===== config.mk =====
export PLATFORM = sky130hd
export DESIGN_NAME = rmm_queue
export DESIGN_NICKNAME = d
export VERILOG_FILES = /design/src/hw/rtl/assert_macros.svh /design/src/hw/rtl/rmm_pkg.sv /design/src/hw/rtl/rmm_queue.sv
export SDC_FILE = /design/constraint.sdc
export NUM_CORES = 1
export LEC_CHECK = 0
export BUFFER_PORTS_ARGS = -buffer_cell sky130_fd_sc_hd__buf_2
export CAP_MARGIN = 40
export CORE_MARGIN = 5
export CORE_UTILIZATION = 47
export CTS_CLUSTER_DIAMETER = 150
export DETAILED_ROUTE_END_ITERATION = 10
export GPL_TIMING_DRIVEN = 0
export PLACE_DENSITY_LB_ADDON = 0.05
export SLEW_MARGIN = 10
export SYNTH_ARGS = -nofsm -noshare
export SYNTH_HDL_FRONTEND = slang
export SYNTH_SLANG_ARGS = --single-unit
export TNS_END_PERCENT = 100

===== constraint.sdc =====
create_clock -name clk -period 3.1 [get_ports clk]
set_clock_uncertainty 0.1 [all_clocks]
set_input_delay 0.93 -clock clk [delete_from_list [all_inputs] [get_ports clk]]
set_output_delay 0.93 -clock clk [all_outputs]
set_load 0.005 [all_outputs]

===== src/hw/rtl/assert_macros.svh =====
// Assertion macros for the RTL of the range min/max tree; used by rmm_back.
// Defining ASSERT_OFF compiles every assertion away.
`ifndef ASSERT_MACROS_SVH
`define ASSERT_MACROS_SVH
`ifndef ASSERT_OFF
`define ASSERT_CLK(lbl, ck, rn, prop, msg) \
  lbl: assert property (@(posedge ck) disable iff (!rn) prop) else $error(msg);
`define ASSERT_NEVER(lbl, ck, rn, cond, msg) \
  lbl: assert property (@(posedge ck) disable iff (!rn) !(cond)) else $error(msg);
`else
`define ASSERT_CLK(lbl, ck, rn, prop, msg)
`define ASSERT_NEVER(lbl, ck, rn, cond, msg)
`endif
`endif


===== src/hw/rtl/rmm_pkg.sv =====
// Package for the range min/max tree: widths, codes, command and state types.
// No dependencies; used by every RTL file but rmm_ram and assert_macros.svh.
`default_nettype none
package rmm_pkg;

  localparam int IDX_W         = 11;
  localparam int VAL_W         = 31;
  localparam int MAX_ITEMS_DEF = 1024;
  localparam int Q_DEPTH       = 2;

  localparam logic [VAL_W-1:0] MIN_EMPTY      = {VAL_W{1'b1}};
  localparam logic [VAL_W-1:0] MAX_EMPTY      = '0;
  localparam logic [IDX_W-1:0] ITEM_COUNT_RST = IDX_W'(1024);

  localparam logic MODE_LOAD  = 1'b0;
  localparam logic MODE_QUERY = 1'b1;

  typedef enum logic [1:0] {
    CMD_LOAD,
    CMD_QUERY,
    CMD_EMPTY
  } cmd_kind_t;

  typedef struct packed {
    cmd_kind_t               kind;
    logic [IDX_W-1:0]        n;
    logic [IDX_W-1:0]        first;
    logic [IDX_W-1:0]        last;
    logic [VAL_W-1:0]        value;
  } cmd_t;

  typedef enum logic [2:0] {
    B_CLEAR,
    B_IDLE,
    B_LOAD,
    B_LOAD_END,
    B_QUERY,
    B_QDRAIN,
    B_OUT
  } back_state_t;

endpackage
`default_nettype wire


===== src/hw/rtl/rmm_queue.sv =====
// Short command queue between the front end and the tree engine.
// Depends on rmm_pkg for the command type and depth.
`default_nettype none
module rmm_queue (
  input  wire logic           clk,
  input  wire logic           rst_n,
  input  wire logic           push_valid,
  input  rmm_pkg::cmd_t       push_data,
  output logic                push_ready,
  output logic                pop_valid,
  output rmm_pkg::cmd_t       pop_data,
  input  wire logic           pop_ready
);
  import rmm_pkg::*;

  localparam int PTR_W = (Q_DEPTH > 1) ? $clog2(Q_DEPTH) : 1;
  localparam int CNT_W = $clog2(Q_DEPTH + 1);

  cmd_t             q_r [Q_DEPTH];
  logic [PTR_W-1:0] wr_ptr_r, wr_ptr_nxt;
  logic [PTR_W-1:0] rd_ptr_r, rd_ptr_nxt;
  logic [CNT_W-1:0] cnt_r, cnt_nxt;
  logic             do_push, do_pop;

  assign push_ready = cnt_r != CNT_W'(Q_DEPTH);
  assign pop_valid  = cnt_r != '0;
  assign pop_data   = q_r[rd_ptr_r];
  assign do_push    = push_valid && push_ready;
  assign do_pop     = pop_valid && pop_ready;

  always_comb begin
    wr_ptr_nxt = wr_ptr_r;
    rd_ptr_nxt = rd_ptr_r;
    cnt_nxt    = cnt_r;
    if (do_push) begin
      wr_ptr_nxt = (wr_ptr_r == PTR_W'(Q_DEPTH - 1)) ? '0 : wr_ptr_r + PTR_W'(1);
    end
    if (do_pop) begin
      rd_ptr_nxt = (rd_ptr_r == PTR_W'(Q_DEPTH - 1)) ? '0 : rd_ptr_r + PTR_W'(1);
    end
    if (do_push && !do_pop) begin
      cnt_nxt = cnt_r + CNT_W'(1);
    end else if (do_pop && !do_push) begin
      cnt_nxt = cnt_r - CNT_W'(1);
    end
  end

  always_ff @(posedge clk) begin
    if (!rst_n) begin
      wr_ptr_r <= '0;
      rd_ptr_r <= '0;
      cnt_r    <= '0;
    end else begin
      wr_ptr_r <= wr_ptr_nxt;
      rd_ptr_r <= rd_ptr_nxt;
      cnt_r    <= cnt_nxt;
    end
  end

  always_ff @(posedge clk) begin
    if (do_push) begin
      q_r[wr_ptr_r] <= push_data;
    end
  end

endmodule
`default_nettype wire


==> results.md <==
- Clock Path Buffers: 2
- Routability Congestion: 0.704
- Sequential share of the synthesized area: 81.1%
- Area grow syn2layout: 29.2%
- Drt wl/cell: 17.3 um
- Largest net degree at the start of global routing: 39
- Die Height: 113 um
- Hold WC Path Type: reg -> reg
- Full die area: 12800 um2
- Gr usage total: 15.3%
- Final worst path period need: 2.76 ns
- Synthesized instance count: 229
- Global-route wire length before repair: 14.6 mm
- Share of layout cells above drive strength 1: 60.5%
- Max-cap violations: 0
- CP arrival: 1.73 ns
- Detail-routed via count per cell: 4.78
- Slew @ Worst Pin: 0.446 ns
- Inst Count DP: 504
- Clock-pin transition on the worst setup and hold timing paths: 0.05 ns
- Setup CP Type: reg -> out
- Layout Cells excl Fill: 536
- Antenna-violating nets left: 0
- Hold-fix buffers at CTS: 0
- Drt total wl: 9.26 mm
- Gr ovfl total: 0
- DRC: 0
- Yosys warns: 0
- CTS tree: built
- Post-Syn Area per Cell: 21.9 um2
- Synth Register Bits: 137
- Total CTS buffers: 17
- Netlist Area Pre-Place: 5010 um2
- Final setup fails: 0
- Num rows: 37
- Cell variety after synth: 21
- Number of synthesized flops with an enable pin: 132
- Peak VDD IR: 459 uV
- Placed Area: 5920 um2
- ANT cells: 0
- Final Max Slew Viols: 0
- Final Net Count: 458
- H-Tree Depth: 4
- Die width: 113 um
- Cts repair resizes: 0
- Critical Path RT: 2.07 ns
- Most frequent cells in the layout: buf_2 (139), edfxtp_1 (132), mux2_2 (66)
- Clock network latency to the later pin of the worst-skew pair: 0.51 ns
- CP Capture Type: output pin
- Design area: 6470 um2
- Root buffer cell: clkbuf_8
- Most common cell after layout, fill and taps aside: buf_2
- # IOs: 138
- Post-CTS Setup Bufs: 0
- Vias in the first global route: 2848
- Clock sink count: 137
- F_max: 362 MHz
- Port Buffer Count: 137
- Main flop type after synthesis: edfxtp_1
- Startpoint types: flip-flop
- Initial antenna violation count: 0
- RSZ-0062 raised after global routing: false
- Core area: 10400 um2
- Final critical-path share of the clock period: 89.1%
- FFs w/ async S/R, synth: 0%
- Leak: 0.00244 uW
- Syn nets: 300
- Initial DRT Pass Iterations: 4
- Hpwl dp: 6.30 mm
- Status: finished clean
- Starting Density: 48.3%
- Max_slew headroom: 70.2%
- Pwr Density: 837 nW/um2
- DR iter-0 viols: 72
- Vias: 2564
- Max FO, Critical Path: 10
- Fin. Hold Viols: 0
-- where the power goes --
group / switching [uW] / leakage (uW) / internal, uW
Sequential: 65.0 / 0.00127 / 2310
Combinational: 542 / 0.000897 / 615
Clock: 675 / 0.000272 / 1210
-- logic make-up after synthesis --
group | count (synthesis) | share of synthesized area [%]
flip-flops | 137 | 81.1
adder cells (fa/ha/maj) | 1 | 0.250
buffers and inverters | 8 | 1.32
AND/OR/NAND/NOR | 9 | 1.30
AO/OA/AOI/OAI | 5 | 0.699
XOR/XNOR | 3 | 0.524
multiplexers | 66 | 14.8
-- worst max-delay path, stage by stage, from the launching register on --
cell and delay [ns]:
dfxtp_1 0.35, buf_4 0.21, buf_6 0.18, mux2_2 0.35, buf_2 0.13
-- through the flow --
stage | setup TNS, ns | hold slack [ns] | setup WS (ns) | total power (uW) | utilization (%)
2_1_floorplan | 0 | 0.412 | 0.0390 | 3100 | -
3_3_place_gp | -108.83 | 0.434 | -1.01 | 3580 | 56.6
3_5_place_dp | 0 | 0.442 | 0.762 | 3610 | 57.0
4_1_cts | 0 | 0.454 | 0.272 | 5510 | 62.4
5_1_grt | 0 | 0.478 | 0.222 | 5710 | 62.4
6_report | 0 | 0.456 | 0.338 | 5420 | 62.4
-- per-layer routing --
| layer | GRT usage, % | part of all wire, % | up-vias |
|---|---|---|---|
| met1 | 17.3 | 38 | 1237 |
| met3 | 6.95 | 8.8 | 8 |
| li1 | - | - | 1228 |
| met2 | 25.4 | 53 | 91 |
| met5 | 0 | 0 | - |
| met4 | 5.77 | 0.93 | 0 |
-- cells in the mapped netlist, types with 2 or more instances --
library cell    n  area (um2)
edfxtp_1      132        3960
buf_2           2        10.0
and2_1          4        25.0
dfxtp_1         5         100
mux2_2         66         743
buf_6           4        45.0
xnor2_1         2        17.5
-- state kept, by name (all words and copies together) (netlist names), named ones only --
| signal | flops |
|---|---|
| q_r | 132 |
| cnt_r | 2 |
| wr_ptr_r | 1 |
| rd_ptr_r | 1 |
-- cell type report --
type / count / area (um2)
Clock buffer: 21 / 429
Fill cell: 824 / 3900
Sequential cell: 137 / 4060
Timing Repair Buffer: 139 / 726
Buffer: 7 / 62.6
Multi-Input combinational cell: 84 / 887
Clock inverter: 11 / 129
Tap cell: 136 / 170
Inverter: 1 / 6.26
-- path summary, 6_finish.rpt --
| kind | start | to | slack (ns) | cells past startpoint |
|---|---|---|---|---|
| hold / removal | cnt_r[1] | cnt_r[1] | 0.46 | 2 |
| hold reg to reg | cnt_r[1] | cnt_r[1] | 0.46 | 2 |
| setup reg to reg | cnt_r[0] | q_r[0][36] | 1.28 | 4 |
| setup / recovery | flip-flop | pop_data[41] | 0.34 | 4 |
Power figures use the tool's default switching activity.
