===== config.mk =====
export PLATFORM = sky130hd
export DESIGN_NAME = rmm_front_flat
export DESIGN_NICKNAME = d
export VERILOG_FILES = /design/src/hw/rtl/assert_macros.svh /design/src/hw/rtl/rmm_pkg.sv /design/src/hw/rtl/rmm_if.sv /design/src/hw/rtl/rmm_front.sv /design/src/flat_wrapper.sv
export SDC_FILE = /design/constraint.sdc
export NUM_CORES = 1
export LEC_CHECK = 0
export ABC_AREA = 0
export BUFFER_PORTS_ARGS = -buffer_cell sky130_fd_sc_hd__buf_2
export CAP_MARGIN = 10
export CORE_ASPECT_RATIO = 0.9
export CORE_MARGIN = 10
export CORE_UTILIZATION = 34
export DETAILED_ROUTE_END_ITERATION = 6
export PLACE_DENSITY = 0.87
export SLEW_MARGIN = 20
export SYNTH_ARGS = -nofsm -noshare
export SYNTH_HDL_FRONTEND = slang
export SYNTH_SLANG_ARGS = --single-unit

===== constraint.sdc =====
create_clock -name vclk -period 1.6
set_input_delay 0.08 -clock vclk [all_inputs]
set_output_delay 0.08 -clock vclk [all_outputs]
set_load 0.1 [all_outputs]

===== src/hw/rtl/assert_macros.svh =====
// Assertion macros for the RTL of the range min/max tree; used by rmm_back.
// Defining ASSERT_OFF compiles every assertion away.
`ifndef ASSERT_MACROS_SVH
`define ASSERT_MACROS_SVH
`ifndef ASSERT_OFF
`define ASSERT_CLK(lbl, ck, rn, prop, msg) \
  lbl: assert property (@(posedge ck) disable iff (!rn) prop) else $error(msg);
`define ASSERT_NEVER(lbl, ck, rn, cond, msg) \
  lbl: assert property (@(posedge ck) disable iff (!rn) !(cond)) else $error(msg);
`else
`define ASSERT_CLK(lbl, ck, rn, prop, msg)
`define ASSERT_NEVER(lbl, ck, rn, cond, msg)
`endif
`endif


===== src/hw/rtl/rmm_pkg.sv =====
// Package for the range min/max tree: widths, codes, command and state types.
// No dependencies; used by every RTL file but rmm_ram and assert_macros.svh.
`default_nettype none
package rmm_pkg;

  localparam int IDX_W         = 11;
  localparam int VAL_W         = 31;
  localparam int MAX_ITEMS_DEF = 1024;
  localparam int Q_DEPTH       = 2;

  localparam logic [VAL_W-1:0] MIN_EMPTY      = {VAL_W{1'b1}};
  localparam logic [VAL_W-1:0] MAX_EMPTY      = '0;
  localparam logic [IDX_W-1:0] ITEM_COUNT_RST = IDX_W'(1024);

  localparam logic MODE_LOAD  = 1'b0;
  localparam logic MODE_QUERY = 1'b1;

  typedef enum logic [1:0] {
    CMD_LOAD,
    CMD_QUERY,
    CMD_EMPTY
  } cmd_kind_t;

  typedef struct packed {
    cmd_kind_t               kind;
    logic [IDX_W-1:0]        n;
    logic [IDX_W-1:0]        first;
    logic [IDX_W-1:0]        last;
    logic [VAL_W-1:0]        value;
  } cmd_t;

  typedef enum logic [2:0] {
    B_CLEAR,
    B_IDLE,
    B_LOAD,
    B_LOAD_END,
    B_QUERY,
    B_QDRAIN,
    B_OUT
  } back_state_t;

endpackage
`default_nettype wire


===== src/hw/rtl/rmm_if.sv =====
// Channel interfaces of the range min/max tree: input, result and config.
// Depends on rmm_pkg for field widths.
`default_nettype none
interface rmm_in_if;
  import rmm_pkg::*;
  logic             valid;
  logic             ready;
  logic             mode;
  logic [IDX_W-1:0] first_index;
  logic [IDX_W-1:0] last_index;
  logic [VAL_W-1:0] value;
  modport source (output valid, mode, first_index, last_index, value, input ready);
  modport sink   (input valid, mode, first_index, last_index, value, output ready);
endinterface

`default_nettype wire


===== src/hw/rtl/rmm_front.sv =====
// Front end: accepts input transactions, saturates the span bound and sorts
// each item into load, query or empty query. Depends on rmm_pkg, rmm_if.
`default_nettype none
module rmm_front #(
  parameter int MAX_ITEMS = rmm_pkg::MAX_ITEMS_DEF
) (
  input  wire logic [rmm_pkg::IDX_W-1:0] item_count,
  input  wire logic                      clearing,
  rmm_in_if.sink                         in_chan,
  output logic                           push_valid,
  output rmm_pkg::cmd_t                  push_cmd,
  input  wire logic                      push_ready
);
  import rmm_pkg::*;

  logic [IDX_W-1:0] n;
  logic             accept;
  logic             drop;

  always_comb begin
    if (item_count == '0) begin
      n = IDX_W'(1);
    end else if (int'(item_count) > MAX_ITEMS) begin
      n = IDX_W'(MAX_ITEMS);
    end else begin
      n = item_count;
    end
  end

  assign in_chan.ready = !clearing && push_ready;
  assign accept        = in_chan.valid && in_chan.ready;

  always_comb begin
    drop           = 1'b0;
    push_cmd.n     = n;
    push_cmd.first = in_chan.first_index;
    push_cmd.last  = in_chan.last_index;
    push_cmd.value = in_chan.value;
    if (in_chan.mode == MODE_LOAD) begin
      push_cmd.kind = CMD_LOAD;
      // loads off the span change nothing
      drop = (in_chan.first_index == '0) || (in_chan.first_index > n);
    end else if (in_chan.first_index > in_chan.last_index) begin
      push_cmd.kind = CMD_EMPTY;
    end else begin
      push_cmd.kind = CMD_QUERY;
    end
  end

  assign push_valid = accept && !drop;

endmodule
`default_nettype wire


===== src/flat_wrapper.sv =====
// flat-port wrapper written by rule: the top's interface ports become plain ports
module rmm_front_flat import rmm_pkg::*;
#(
  parameter int MAX_ITEMS = rmm_pkg::MAX_ITEMS_DEF
)
  (item_count, clearing, push_valid, push_cmd, push_ready, in_chan_valid, in_chan_mode, in_chan_first_index, in_chan_last_index, in_chan_value, in_chan_ready);
  rmm_in_if in_chan_i ();
  input  wire logic [rmm_pkg::IDX_W-1:0] item_count;
  input  wire logic clearing;
  output logic push_valid;
  output rmm_pkg::cmd_t push_cmd;
  input  wire logic push_ready;
  input wire logic [$bits(in_chan_i.valid)-1:0] in_chan_valid;
  input wire logic [$bits(in_chan_i.mode)-1:0] in_chan_mode;
  input wire logic [$bits(in_chan_i.first_index)-1:0] in_chan_first_index;
  input wire logic [$bits(in_chan_i.last_index)-1:0] in_chan_last_index;
  input wire logic [$bits(in_chan_i.value)-1:0] in_chan_value;
  output wire logic [$bits(in_chan_i.ready)-1:0] in_chan_ready;
  assign in_chan_i.valid = in_chan_valid;
  assign in_chan_i.mode = in_chan_mode;
  assign in_chan_i.first_index = in_chan_first_index;
  assign in_chan_i.last_index = in_chan_last_index;
  assign in_chan_i.value = in_chan_value;
  assign in_chan_ready = in_chan_i.ready;
  rmm_front #(.MAX_ITEMS(MAX_ITEMS)) u_core (.item_count(item_count), .clearing(clearing), .in_chan(in_chan_i), .push_valid(push_valid), .push_cmd(push_cmd), .push_ready(push_ready));
endmodule

==> impl_metrics.toml <==
[synthesis]
synth_top_family_by_area = "buffers and inverters"
ys_seq_area_share_pct = 0
synth_top_cell_area_share_pct = 36.6
synthXorXnorAreaFrac_pct = 0
synth_fa_ha_area_share_pct = 25.3
yosys.area_share.simple_pct = 14.6
synth.cell_area_mm2 = 0.00109
synth_nets = 245
synthTopCellsByArea = "buf_4 37%, ha_1 25%, inv_1 8.6%"
synth_cell_types = 27
ys_warn_count = 0
syn_area_per_cell_um2 = 7.01
synth.mux.area_fraction_pct = 0
synth_top_cell_by_area = "buf_4"
synth_cells = 155
synth_compound_area_share_pct = 14.2

[critical_path]
cp_data_required_time_ns = 1.52
worstSetupEndpointType = "output pin"
crit_fanout = 2
cp-start-kind = "primary input"
worstSetupPathType = "primary input to output pin"
crit_path_max_incr_delay_ns = 0.27
path_cells = "buf_6 -> nor4_4 -> a31oi_2 -> nor2_4 -> ha_2 -> nand3b_1 -> a211oi_2 -> a2111oi_2 -> o31a_4 -> buf_12"
crit_arrival_ns = 1.71
slowest_stage = "nor4_4"

[timing]
setup_viol = 1
worst_slack_ns = -0.186
rsz0062_at_grt = "yes"
hold_viol = 0
clock.fmax_mhz = 560
drv_slew = 0
whs_ns = 0.160
min_period_ns = 1.79
tightest_slew_ns = 0.504
slew_headroom_pct = 66.6
period_share_pct = 112

[routing]
drt.antenna.violating_nets = 0
viasPerCell = 4.69
num_vias = 1139
drt_iter0_drc = 13
dr.pass1.iters = 4
routed_wl_um = 3540
drc = 0
wire_per_inst_um = 14.6

[job]
maxCapViolCount = 0

[die]
die-area_mm2 = 0.00586
start_util_pct = 35.5
die_w_um = 79.6
row_count = 19
pin_count = 136
die_h_um = 73.7
core_area_mm2 = 0.00307

[placed_design]
pre_cts_slack_ns = -0.427
dp_hpwl_um = 3070
dpl_cell_area_mm2 = 0.00149
place.gp.congestion = 0.781
port_buffers = 74

[min_path]
hold_class = "primary input to output pin"

[global_routing]
grt_usage_pct = 10.5
grt_max_degree = 11
antenna_found_initial = 0
grt_pass1_vias = 1214
grt_pass1_wl_um = 5240
grt_overflow_total = 0

[layout]
regArea_um2 = 0
clock_buffers = 0
nets = 293
final_common_cell = "buf_2"
final_cell_area_mm2 = 0.00170
layout-drive-gt1-share_pct = 71.6
diodes = 0
area_growth_pct = 56.4
final_cell_mix = "63 x buf_2, 26 x buf_4, 17 x inv_1, 12 x ha_4, 9 x ha_1"
flops_and_latches = 0
final_util_pct = 55.4

[pwr]
swShare_pct = 70.0
p_comb_share_pct = 100.0
peakVddDrop_v = 0.000234
clockPowerShare_pct = 0
seqPwrFrac_pct = 0
powerDensity_mw_per_mm2 = 483
leakage_nw = 0.898
totalPowerFinal_uw = 822
switching_power_uw = 576
internal_power_uw = 246

[run_status]
run_status = "finished with violations"
violations = "setup timing"

[cts]
hold_buffers = 0
critical path: cells and delay by family:
| family | cells | cell delay, ns |
|---|---|---|
| compound gates | 4 | 0.70 |
| fa+ha+maj | 1 | 0.16 |
| buf+inv | 2 | 0.26 |
| simple gates | 3 | 0.50 |
kinds of logic after synthesis:
family / count (synthesis)
fa+ha+maj: 22
compound gates: 21
simple gates: 32
buf+inv: 80
power by group through the flow:
stage	Sequential (mW)	Combinational, mW	Clock (mW)
final	0	0.822	0
after detailed placement	0	0.762	0
after global placement	0	0.750	0
after global routing	0	0.871	0
after CTS	0	0.778	0
after floorplan	0	0.940	0
per-layer routing:
layer | track usage (%) | vias to the layer above | routed length [um] | share of wire [%]
met5 | 0 | - | 0 | 0
met4 | 1.19 | 0 | 38 | 1.1
met3 | 5.73 | 6 | 458 | 13
met2 | 20.6 | 56 | 1750 | 50
met1 | 9.61 | 512 | 1290 | 36
li1 | - | 565 | - | -
path summary, 6_finish.rpt:
check | startpoint | end | depth (start not counted)
max | item_count[8] | push_valid | 10
min | in_chan_value[10] | push_cmd[10] | 0
synth_stat cells:
library cell  count
ha_1             22
clkbuf_1          1
a22oi_1           1
o21ai_1           2
a21oi_1           4
a311oi_1          1
buf_4            53
inv_1            25
a41o_1            1
o21a_1            1
a2111oi_2         1
nand3b_1          1
a31oi_1           2
nor2_1            3
nor3_1            2
a211oi_1          1
nor4_1            6
a21o_1            2
clkinv_1          1
a21oi_2           1
a211oi_2          1
nand3_1           2
nor2b_1           2
nand2_1          12
nand4_1           4
o31a_1            1
o21ai_0           2
stage by stage:
stage | setup TNS [ns] | instances
after detailed placement | -0.463 | 239
after floorplan | -0.668 | 155
after CTS | -0.239 | 240
final | -0.186 | 243
after global placement | -0.387 | 239
after global routing | -0.306 | 243
what timing repair did:
action | CTS | global route
cloned | 0 | 1
hold endpoints to repair | 0 | 0
pin swaps | 6 | 11
setup buffers | 1 | 2
gates resized for setup | 11 | 27
setup endpoints to repair | 3 | 3
layout make-up:
type                       instances  area [um2]
fill                             283        1370
multi-input combinational         75         865
timing repair buffer              99         662
inverter                          26         115
tap                               42        52.6
timing repair inverter             1        6.26
No activity file was read; power rests on OpenSTA's default activity.
